--- src/hdl/lvl_ramp_pkg.sv ---
// Shared types and constants of the level transition ramp.
package lvl_ramp_pkg;

	localparam int APB_ADDR_W = 4;
	localparam int APB_DATA_W = 32;

	localparam logic [1:0] REG_MIN_LEVEL   = 2'd0;
	localparam logic [1:0] REG_MAX_LEVEL   = 2'd1;
	localparam logic [1:0] REG_WRAP_ENABLE = 2'd2;

	localparam logic KIND_TICK = 1'b0;
	localparam logic KIND_LOAD = 1'b1;

	localparam logic [15:0] FOREVER_TICKS = 16'hFFFF;
	localparam logic [16:0] ROUND_UP      = 17'd127;
	localparam logic [15:0] ONE_LEVEL     = 16'h0100;

	localparam logic [7:0] MIN_LEVEL_RST = 8'd1;
	localparam logic [7:0] MAX_LEVEL_RST = 8'd254;

	localparam int IN_DATA_W  = 56;
	localparam int OUT_DATA_W = 48;

	typedef struct packed {
		logic [15:0] load_ticks;
		logic [16:0] load_step;
		logic [15:0] load_fine;
	} in_word_t;

	typedef struct packed {
		logic        moving;
		logic [15:0] ticks_left;
		logic [15:0] fine_out;
		logic [7:0]  current_level;
	} out_word_t;

endpackage

--- src/hdl/level_transition_ramp.sv ---
// Level transition ramp: 8.8 fixed-point light level stepper with APB configuration.
// Each accepted word updates the registered ramp state, which drives the result word.
// Throughput: one word per cycle while the result side takes words; the combinational
// add, bound test and select of the ramp state set this figure, and a waiting result is replaced as it is taken.
// Reset: arst_n clears the ramp state and the output valid at once and loads the
// bound registers with min 1, max 254 and clamping.
module level_transition_ramp (
	input  logic        clk,
	input  logic        arst_n,
	// APB configuration
	input  logic        psel,
	input  logic        penable,
	input  logic        pwrite,
	input  logic [lvl_ramp_pkg::APB_ADDR_W-1:0] paddr,
	input  logic [lvl_ramp_pkg::APB_DATA_W-1:0] pwdata,
	output logic [lvl_ramp_pkg::APB_DATA_W-1:0] prdata,
	output logic        pready,
	// input words
	input  logic        s_axis_tvalid,
	output logic        s_axis_tready,
	// load_fine[15:0], load_step[32:16], load_ticks[48:33], zero[55:49]
	input  logic [lvl_ramp_pkg::IN_DATA_W-1:0] s_axis_tdata,
	// kind[0]
	input  logic        s_axis_tuser,
	// result words
	output logic        m_axis_tvalid,
	input  logic        m_axis_tready,
	// current_level[7:0], fine_out[23:8], ticks_left[39:24], moving[40], zero[47:41]
	output logic [lvl_ramp_pkg::OUT_DATA_W-1:0] m_axis_tdata
);

	logic [7:0]  min_q;
	logic [7:0]  max_q;
	logic        wrap_q;
	logic [15:0] fine_q;
	logic [16:0] step_q;
	logic [15:0] ticks_q;
	logic [7:0]  level_q;
	logic        out_valid_q;

	logic                   cfg_wr;
	logic                   in_acc;
	lvl_ramp_pkg::in_word_t in_word;
	lvl_ramp_pkg::out_word_t out_word;

	logic [17:0] sum;
	logic        step_pos;
	logic        step_neg;
	logic        below_min;
	logic        over_up;
	logic        over_dn;
	logic [15:0] lo16;
	logic [15:0] hi16;
	logic [15:0] wrap_up;
	logic [15:0] wrap_dn;
	logic [15:0] fine_upd;
	logic [16:0] rnd;
	logic [7:0]  level_upd;
	logic [15:0] fine_n;
	logic [16:0] step_n;
	logic [15:0] ticks_n;
	logic [7:0]  level_n;

	assign pready = 1'b1;
	assign cfg_wr = psel && penable && pwrite && pready;

	always_comb begin
		prdata = '0;
		case (paddr[3:2])
			lvl_ramp_pkg::REG_MIN_LEVEL:   prdata[7:0] = min_q;
			lvl_ramp_pkg::REG_MAX_LEVEL:   prdata[7:0] = max_q;
			lvl_ramp_pkg::REG_WRAP_ENABLE: prdata[0]   = wrap_q;
			default:                       prdata      = '0;
		endcase
	end

	always_ff @(posedge clk or negedge arst_n) begin
		if (!arst_n) begin
			min_q  <= lvl_ramp_pkg::MIN_LEVEL_RST;
			max_q  <= lvl_ramp_pkg::MAX_LEVEL_RST;
			wrap_q <= 1'b0;
		end else if (cfg_wr) begin
			case (paddr[3:2])
				lvl_ramp_pkg::REG_MIN_LEVEL:   min_q  <= pwdata[7:0];
				lvl_ramp_pkg::REG_MAX_LEVEL:   max_q  <= pwdata[7:0];
				lvl_ramp_pkg::REG_WRAP_ENABLE: wrap_q <= pwdata[0];
				default:                       ;
			endcase
		end
	end

	assign s_axis_tready = !out_valid_q || m_axis_tready;
	assign in_acc        = s_axis_tvalid && s_axis_tready;
	assign in_word       = lvl_ramp_pkg::in_word_t'(s_axis_tdata[48:0]);

	// tick and load update
	always_comb begin
		sum       = {2'b00, fine_q} + {step_q[16], step_q};
		step_neg  = step_q[16];
		step_pos  = !step_q[16] && (step_q != '0);
		below_min = sum[17] ? ((min_q != '0) || (sum[17:8] != '1) || (sum[7:0] == '0))
		                    : (sum[17:8] < {2'b00, min_q});
		over_up   = step_pos && (sum[17:8] > {2'b00, max_q});
		over_dn   = step_neg && below_min;
		lo16      = {min_q, 8'h00};
		hi16      = {max_q, 8'h00};
		wrap_up   = sum[15:0] + lo16 - hi16 - lvl_ramp_pkg::ONE_LEVEL;
		wrap_dn   = sum[15:0] + hi16 - lo16 + lvl_ramp_pkg::ONE_LEVEL;
		if (over_up) begin
			fine_upd = wrap_q ? wrap_up : hi16;
		end else if (over_dn) begin
			fine_upd = wrap_q ? wrap_dn : lo16;
		end else begin
			fine_upd = sum[15:0];
		end
		rnd       = {1'b0, fine_upd} + lvl_ramp_pkg::ROUND_UP;
		level_upd = step_pos ? rnd[15:8] : fine_upd[15:8];

		if (s_axis_tuser == lvl_ramp_pkg::KIND_LOAD) begin
			fine_n  = in_word.load_fine;
			step_n  = in_word.load_step;
			ticks_n = in_word.load_ticks;
			level_n = level_q;
		end else if (ticks_q == '0) begin
			fine_n  = {level_upd, 8'h00};
			step_n  = '0;
			ticks_n = ticks_q;
			level_n = level_upd;
		end else begin
			fine_n  = fine_upd;
			step_n  = step_q;
			ticks_n = (ticks_q == lvl_ramp_pkg::FOREVER_TICKS) ? ticks_q : ticks_q - 16'd1;
			level_n = level_upd;
		end
	end

	always_ff @(posedge clk or negedge arst_n) begin
		if (!arst_n) begin
			fine_q      <= '0;
			step_q      <= '0;
			ticks_q     <= '0;
			level_q     <= '0;
			out_valid_q <= 1'b0;
		end else begin
			if (in_acc) begin
				fine_q  <= fine_n;
				step_q  <= step_n;
				ticks_q <= ticks_n;
				level_q <= level_n;
			end
			if (in_acc) begin
				out_valid_q <= 1'b1;
			end else if (m_axis_tready) begin
				out_valid_q <= 1'b0;
			end
		end
	end

	always_comb begin
		out_word.current_level = level_q;
		out_word.fine_out      = fine_q;
		out_word.ticks_left    = ticks_q;
		out_word.moving        = (step_q != '0);
	end

	assign m_axis_tvalid = out_valid_q;
	assign m_axis_tdata  = {7'b0, out_word};

`ifndef SYNTH
	a_acc_gives_word: assert property (@(posedge clk) disable iff (!arst_n)
		in_acc |=> m_axis_tvalid)
		else $error("accepted word produced no result");

	a_stall_holds_result: assert property (@(posedge clk) disable iff (!arst_n)
		!s_axis_tready |-> m_axis_tvalid)
		else $error("input stalled with no result waiting");

	a_count_down: assert property (@(posedge clk) disable iff (!arst_n)
		(in_acc && s_axis_tuser == lvl_ramp_pkg::KIND_TICK && ticks_q != '0
		 && ticks_q != lvl_ramp_pkg::FOREVER_TICKS)
		|=> ticks_q == $past(ticks_q) - 16'd1)
		else $error("tick count did not advance");

	a_snap_on_end: assert property (@(posedge clk) disable iff (!arst_n)
		(in_acc && s_axis_tuser == lvl_ramp_pkg::KIND_TICK && ticks_q == '0)
		|=> (step_q == '0) && (fine_q == {level_q, 8'h00}))
		else $error("exhausted ramp did not snap to level");

	a_load_keeps_level: assert property (@(posedge clk) disable iff (!arst_n)
		(in_acc && s_axis_tuser == lvl_ramp_pkg::KIND_LOAD) |=> $stable(level_q))
		else $error("load changed the level");
`endif

endmodule

--- config.mk ---
export PLATFORM = sky130hd
export DESIGN_NAME = level_transition_ramp
export DESIGN_NICKNAME = d
export VERILOG_FILES = /design/src/hdl/lvl_ramp_pkg.sv /design/src/hdl/level_transition_ramp.sv
export SDC_FILE = /design/constraint.sdc
export NUM_CORES = 1
export LEC_CHECK = 0
export BUFFER_PORTS_ARGS = -buffer_cell sky130_fd_sc_hd__buf_2
export CAP_MARGIN = 20
export CORE_MARGIN = 4
export CORE_UTILIZATION = 25
export DETAILED_ROUTE_END_ITERATION = 10
export GPL_ROUTABILITY_DRIVEN = 0
export GPL_TIMING_DRIVEN = 1
export SYNTH_ARGS = -nofsm -noshare
export SYNTH_HDL_FRONTEND = slang
export SYNTH_SLANG_ARGS = --single-unit
--- constraint.sdc ---
create_clock -name clk -period 16.9 [get_ports clk]
set_clock_uncertainty 0.05 [all_clocks]
set_input_delay 0 -clock clk [delete_from_list [all_inputs] [get_ports clk]]
set_output_delay 0 -clock clk [all_outputs]
set_load 0.02 [all_outputs]
**Word-level counts from Yosys, hierarchy flattened**

Cells that the tools add are included.

- Bits in registers: 75
- Logic and storage cells: 67

- Add/subtract/negate cells: 9
- Magnitude comparators: 2
- Eq/ne operators: 6
- Multiplexer cells: 17
- Bitwise gates (word level): 1
- Reductions and logical operators: 24

Operators by type and width:

| cell | count |
|---|---|
| 16-bit two-way mux | 9 |
| 17-bit two-way mux | 2 |
| 16-bit adder | 2 |
| 16-bit subtractor | 2 |
| 17-bit by 17-bit adder with 18-bit output | 1 |
| 17-bit nonzero test | 1 |
| 16-bit by 7-bit adder with 16-bit output, second input constant | 1 |
| 16-bit by 9-bit adder with 16-bit output, second input constant | 1 |
| 16-bit == test, second input constant | 1 |
| 16-bit logical NOT | 1 |
| 16-bit by 1-bit subtractor with 16-bit output, second input constant | 1 |
| 16-bit by 9-bit subtractor with 16-bit output, second input constant | 1 |
| 7-bit case mux with 2 select lines | 1 |
| 10-bit by 8-bit > comparator with 1-bit output | 1 |
| 10-bit by 8-bit < comparator with 1-bit output | 1 |
| 10-bit inequality test, second input constant | 1 |
| 2-bit AND reduction | 5 |
| 8-bit logical NOT | 1 |
| 8-bit two-way mux | 1 |
| 8-bit nonzero test | 1 |
| 1-bit logical AND | 6 |
| 2-bit inequality test, second input constant | 2 |
| 2-bit nonzero test | 2 |
| 1-bit logical OR | 3 |
| other kinds (8) | 11 |

**Logic depth before layout (Yosys ltp)**

- Word-level depth: 12
- Gate-level depth with buffers: 21
- Mapped depth without buffers: 20

**Worst setup path after synthesis**

No wires, ideal clock.

- Path type: register to register
- Start: register fine_q[0]
- End: register fine_q[15]
- Data arrival time: 5.346 ns
- Setup slack: 11.434 ns
- Cell stages (with the launch flop): 21
- Period minus slack after synthesis: 5.466 ns
- Path through: dfrtp_1 -> ha_1 -> fa_1 -> a211o_1 -> a221o_1 -> a32o_1 -> nand2b_1 -> xor2_1 -> inv_1 -> fa_1 -> inv_1 -> ha_1 -> ha_1 -> a21o_1 -> a21oi_1 -> xnor2_1 -> mux2i_1 -> a221oi_2 -> nand3_1 -> or4_1 -> nand3_1

- Longest elaborated chain between the ends: 12

RTL lines:

| item | line | source |
|---|---|---|
| from (decl) | level_transition_ramp.sv:35 | `logic [15:0] fine_q;` |
| from (signal assigned) | level_transition_ramp.sv:146 | `fine_q <= fine_n;` |
| 17-bit by 17-bit adder with 18-bit output (*) | level_transition_ramp.sv:98 | `sum = {2'b00, fine_q} + {step_q[16], step_q};` |
| parallel branches: the longest is 6 deep, another holds 16-bit adder | - |  |
| 16-bit two-way mux (*) | level_transition_ramp.sv:109 | `if (over_up) begin` |
| 16-bit by 7-bit adder with 16-bit output | level_transition_ramp.sv:116 | `rnd = {1'b0, fine_upd} + lvl_ramp_pkg::ROUND_UP;` |
| 8-bit two-way mux | level_transition_ramp.sv:117 | `level_upd = step_pos ? rnd[15:8] : fine_upd[15:8];` |
| 16-bit two-way mux (*) | level_transition_ramp.sv:124 | `end else if (ticks_q == '0) begin` |
| 16-bit two-way mux (*) | level_transition_ramp.sv:119 | `if (s_axis_tuser == lvl_ramp_pkg::KIND_LOAD) begin` |

Every way passes the cells marked *.
A chain may end at the register's enable or synchronous reset.

**Worst setup path in the final report**

- Start: register fine_q[0]
- End: register level_q[6]

- Longest elaborated chain between the ends: 10

RTL lines:

| item | line | source |
|---|---|---|
| 17-bit by 17-bit adder with 18-bit output (*) | level_transition_ramp.sv:98 |  |
| parallel branches: the longest is 6 deep, another holds 16-bit adder | - |  |
| 16-bit two-way mux (*) | level_transition_ramp.sv:109 |  |
| 16-bit by 7-bit adder with 16-bit output | level_transition_ramp.sv:116 |  |
| 8-bit two-way mux (*) | level_transition_ramp.sv:117 |  |
| to (signal assigned) | level_transition_ramp.sv:149 | `level_q <= level_n;` |
| to (decl) | level_transition_ramp.sv:38 | `logic [7:0] level_q;` |

Marked as above.

==> impl.org <==
** Run status
- The flow ran to the end, and the final reports show no timing, DRC or antenna violations.

** Job
- Max Cap Viol :: 0

** GRT
- The initial antenna violation count came to 0.
- Number of global-route vias before repair :: 6,890
- Global routing consumed, over all layers together, between 10% and 20% of the routing resources.
- Wire length of the first global-routing pass :: approximately 37,000 um
- Largest net degree at the start of global routing :: 57
- For this run the aggregate overflow at the end of global routing stands at 0.

** Floorplanning
- The die is 180 um wide.
- Number of cell rows :: 62
- The die is around 180 um tall.
- The initial utilization of the core area, before any placement, comes to 25.5%.
- The die covers 0.0322 mm^2.
- 183 I/O pins were placed.
- The floorplan step defined a core boundary enclosing between 0.02 and 0.03 mm^2.

** Route
- Wirelength, routed :: 23,000 um
- For this run, the detailed router's first-pass iteration total came to 6.
- Number of remaining DRC errors :: 0
- Once detail routing completed, the nets flagged for antenna violations numbered 0.
- Count of vias placed by the detailed router :: 7,011
- In this run, the number of DRC markers left after iteration 0 of detailed routing was 456.
- In the final routed layout, each cell accounts on average for 16.1 um.
- Vias per cell :: about 4.9

** Clocking
- The later pin in the worst-skew pair is clocked with a latency of between 300 and 400 ps.
- The number of gates resized after CTS was 0.
- Clock tree synthesis found a total of 75 sinks.
- The clock passes through at most 2 buffers.
- Clock tree from TritonCTS :: built
- Clock slew at the register clock pins of the worst setup and hold paths :: 60 ps
- Number of buffers inserted by post-CTS setup repair :: 0
- Count of hold buffers inserted by post-cts repair :: 60
- CTS built an H-tree with a depth of 3.
- Clock tree synthesis selected as its root buffer the cell sky130_fd_sc_hd__clkbuf_16.
- TritonCTS Buffers :: 9

** Timing
- Measured against its own limit, the worst slew margin works out to around half.
- Worst-margin pin slew :: about 770 ps
- In the finished design, the share of the clock period the worst path needs comes to 36.5%.
- Min cycle time layout :: 6170 ps
- Across all hold checks on the routed design, the worst slack comes to 41.3 ps.
- The number of max-slew violations in the final report was 0.
- Final number of hold-violating endpoints :: 0
- Setup repair after global routing left no endpoint under its margin.
- For this run, the top clock speed supported by timing is between 150 and 200 MHz.
- Setup violations remaining at the end of the flow were counted as 0.
- Summed over all failing endpoints, the final setup total negative slack is 0 ps.

** Synthesis
- Most frequently used flop master after synthesis :: sky130_fd_sc_hd__dfrtp_1
- Summing every instance area after synthesis gives 0.00736 mm^2.
- Avg Cell Area, Syn :: 8.33 um^2
- Ys Warns :: 0
- EDFF count, synth :: 0
- Cell variety after synth :: 79
- After synthesis, the share of flip-flops with an asynchronous set or reset is 100%.
- Number of synthesized register bits :: 75
- Summing the sequential cell areas from Yosys gives 25.6% of the chip area.
- Synthesis produced 883 cells.

** Final layout
- Fill cells in the final layout number 3,069.
- Final Instance Area :: 0.00913 mm^2
- The repair_antennas step left the layout with diodes totalling 0.
- Ratio of cells with drive above 1 in the final layout :: 17.2%
- Number of nets in the finished design :: 1,237
- The area growth from synthesis to layout is 24.1%.
- Final standard cell utilization of the core :: 31.6%

** Setup path
- The worst register-to-register path has a setup slack of around 11,000 ps.
- Critical path start-end classification :: reg2reg
- Worst reg2reg endpoint :: level_q[6]
- The startpoint identified for the worst register-to-register timing path is fine_q[0].
- For the worst setup path, the data arrival time is 6320 ps.
- Setup crit start kind :: flop
- Kind of capture point of the worst setup path :: flop
- Along the worst path, the maximum fanout reaches 8.
- Logic depth of the worst register-to-register path :: 20
- At the worst endpoint, the required time is 17,060 ps.

** Placement
- DP HPWL :: 18,000 um
- Input and output buffers added on the ports amount to 117.
- Instance area at placement :: 0.00823 mm^2

** Min path
- Min-Delay Path Class :: in2async
-- cell type report --
type                            instances  area (um^2)  area share (%)
Clock buffer                            9          225            2.47
Clock inverter                          6         66.3           0.726
Inverter                               56          210            2.30
Multi-Input combinational cell        717         5000            54.7
Sequential cell                        75         1890            20.7
Tap cell                              384          480            5.26
Timing Repair Buffer                  187         1260            13.9
-- how the worst max path moves through the flow --
stage	endpoint	cells after the start	startpoint	slack, ps
3_3_place_gp	fine_q[15]	20	step_q[0]	10880
2_1_floorplan	fine_q[15]	20	fine_q[0]	11430
4_1_cts	fine_q[15]	20	step_q[0]	10790
6_report	level_q[6]	20	fine_q[0]	10730
5_1_grt	level_q[6]	19	step_q[0]	10410
3_5_place_dp	fine_q[15]	20	step_q[0]	10850
-- cells by family (layout without fill, tap and decap cells) --
family          after synthesis  in the layout  synth area share [%]
simple gates                288            288                  19.2
compound gates              246            246                  22.6
buf+inv                     121            258                  7.97
fa+ha+maj                    91             91                  16.6
flops                        75             75                  25.6
xor+xnor                     40             40                  5.14
mux                          20             20                  2.74
other cells                   2             32                 0.102
-- registers in the layout, indices dropped and copies added (netlist names) --
signal         count
wrap_q             1
max_q              8
min_q              8
step_q            17
level_q            8
fine_q            16
ticks_q           16
m_axis_tvalid      1
-- through the flow --
step / cells / worst slack (ps)
after global routing: 1434 / 10410
after detailed placement: 1357 / 10850
after floorplan: 913 / 11430
after CTS: 1432 / 10790
after global placement: 1356 / 10880
final: 1434 / 10730
-- critical path: stages, from the launching register on --
cell                       delay [ps]
sky130_fd_sc_hd__dfrtp_1          400
sky130_fd_sc_hd__ha_1             250
sky130_fd_sc_hd__fa_1             420
sky130_fd_sc_hd__a211o_1          300
sky130_fd_sc_hd__a221o_1          370
sky130_fd_sc_hd__a32o_1           290
sky130_fd_sc_hd__nand2b_1         170
sky130_fd_sc_hd__xor2_1           460
sky130_fd_sc_hd__inv_1            180
sky130_fd_sc_hd__fa_1             510
sky130_fd_sc_hd__inv_1             40
sky130_fd_sc_hd__ha_1             300
sky130_fd_sc_hd__ha_1             350
sky130_fd_sc_hd__a21o_1           170
sky130_fd_sc_hd__a31oi_1          320
sky130_fd_sc_hd__xor2_1           110
sky130_fd_sc_hd__mux2i_1          180
sky130_fd_sc_hd__a221o_1          380
sky130_fd_sc_hd__inv_1            120
sky130_fd_sc_hd__o311ai_1         470
sky130_fd_sc_hd__nand3_1          140
-- synthesized netlist by cell type, types with 4 or more instances --
cell type | instances | area, um^2
sky130_fd_sc_hd__o211ai_1 | 6 | 45.0
sky130_fd_sc_hd__a211o_1 | 4 | 35.0
sky130_fd_sc_hd__a211oi_1 | 12 | 90.1
sky130_fd_sc_hd__a21oi_1 | 57 | 285
sky130_fd_sc_hd__nand4_1 | 15 | 93.8
sky130_fd_sc_hd__dfstp_2 | 8 | 210
sky130_fd_sc_hd__buf_4 | 32 | 240
sky130_fd_sc_hd__a221oi_1 | 8 | 70.1
sky130_fd_sc_hd__nand2_1 | 68 | 255
sky130_fd_sc_hd__nand2b_1 | 8 | 50.1
sky130_fd_sc_hd__mux2i_1 | 19 | 190
sky130_fd_sc_hd__a22o_1 | 17 | 149
sky130_fd_sc_hd__a21oi_2 | 4 | 35.0
sky130_fd_sc_hd__nor4_1 | 14 | 87.6
sky130_fd_sc_hd__inv_1 | 56 | 210
sky130_fd_sc_hd__or2_2 | 4 | 25.0
sky130_fd_sc_hd__dfrtp_1 | 67 | 1680
sky130_fd_sc_hd__or3_1 | 6 | 37.5
sky130_fd_sc_hd__and4_1 | 4 | 35.0
sky130_fd_sc_hd__o21ai_0 | 64 | 320
sky130_fd_sc_hd__o21ai_1 | 7 | 35.0
sky130_fd_sc_hd__xor2_1 | 13 | 114
sky130_fd_sc_hd__buf_2 | 4 | 20.0
sky130_fd_sc_hd__ha_1 | 80 | 1000
sky130_fd_sc_hd__a31oi_1 | 5 | 31.3
sky130_fd_sc_hd__nor2_1 | 91 | 342
sky130_fd_sc_hd__a22oi_1 | 4 | 30.0
sky130_fd_sc_hd__fa_1 | 11 | 220
sky130_fd_sc_hd__nand3_1 | 24 | 120
sky130_fd_sc_hd__and3_1 | 8 | 50.1
sky130_fd_sc_hd__xnor2_1 | 25 | 219
sky130_fd_sc_hd__nor3_1 | 20 | 100
sky130_fd_sc_hd__a21o_1 | 12 | 90.1
sky130_fd_sc_hd__clkbuf_1 | 28 | 105
-- layer usage --
metal	global-route usage, %	wire, um	part of all wire [%]
met3	2.99	1480	6.4
met5	0	0	0
met1	18.6	10400	45
met2	23.2	10900	47
met4	3.02	255	1.1
-- cell usage in the layout, fill, tap and decap left out, drive strengths merged, types with 5 or more instances in the layout --
cell type,n
buf,126
nor2,93
ha,80
o21ai,72
nand2,68
dfrtp,67
a21oi,63
dlygate4sd3,60
inv,57
conb,32
xnor2,25
nand3,25
nor3,21
mux2i,19
a22o,17
nand4,16
nor4,15
xor2,13
a211oi,13
a21o,12
fa,11
clkbuf,10
a221oi,10
nand2b,8
and3,8
dfstp,8
o211ai,7
or3,6
a221o,6
a31oi,5
and4,5
Power is left out: the tool's default activity adds up to more than one toggle a clock period on the data nets, which glitch-free logic cannot reach.
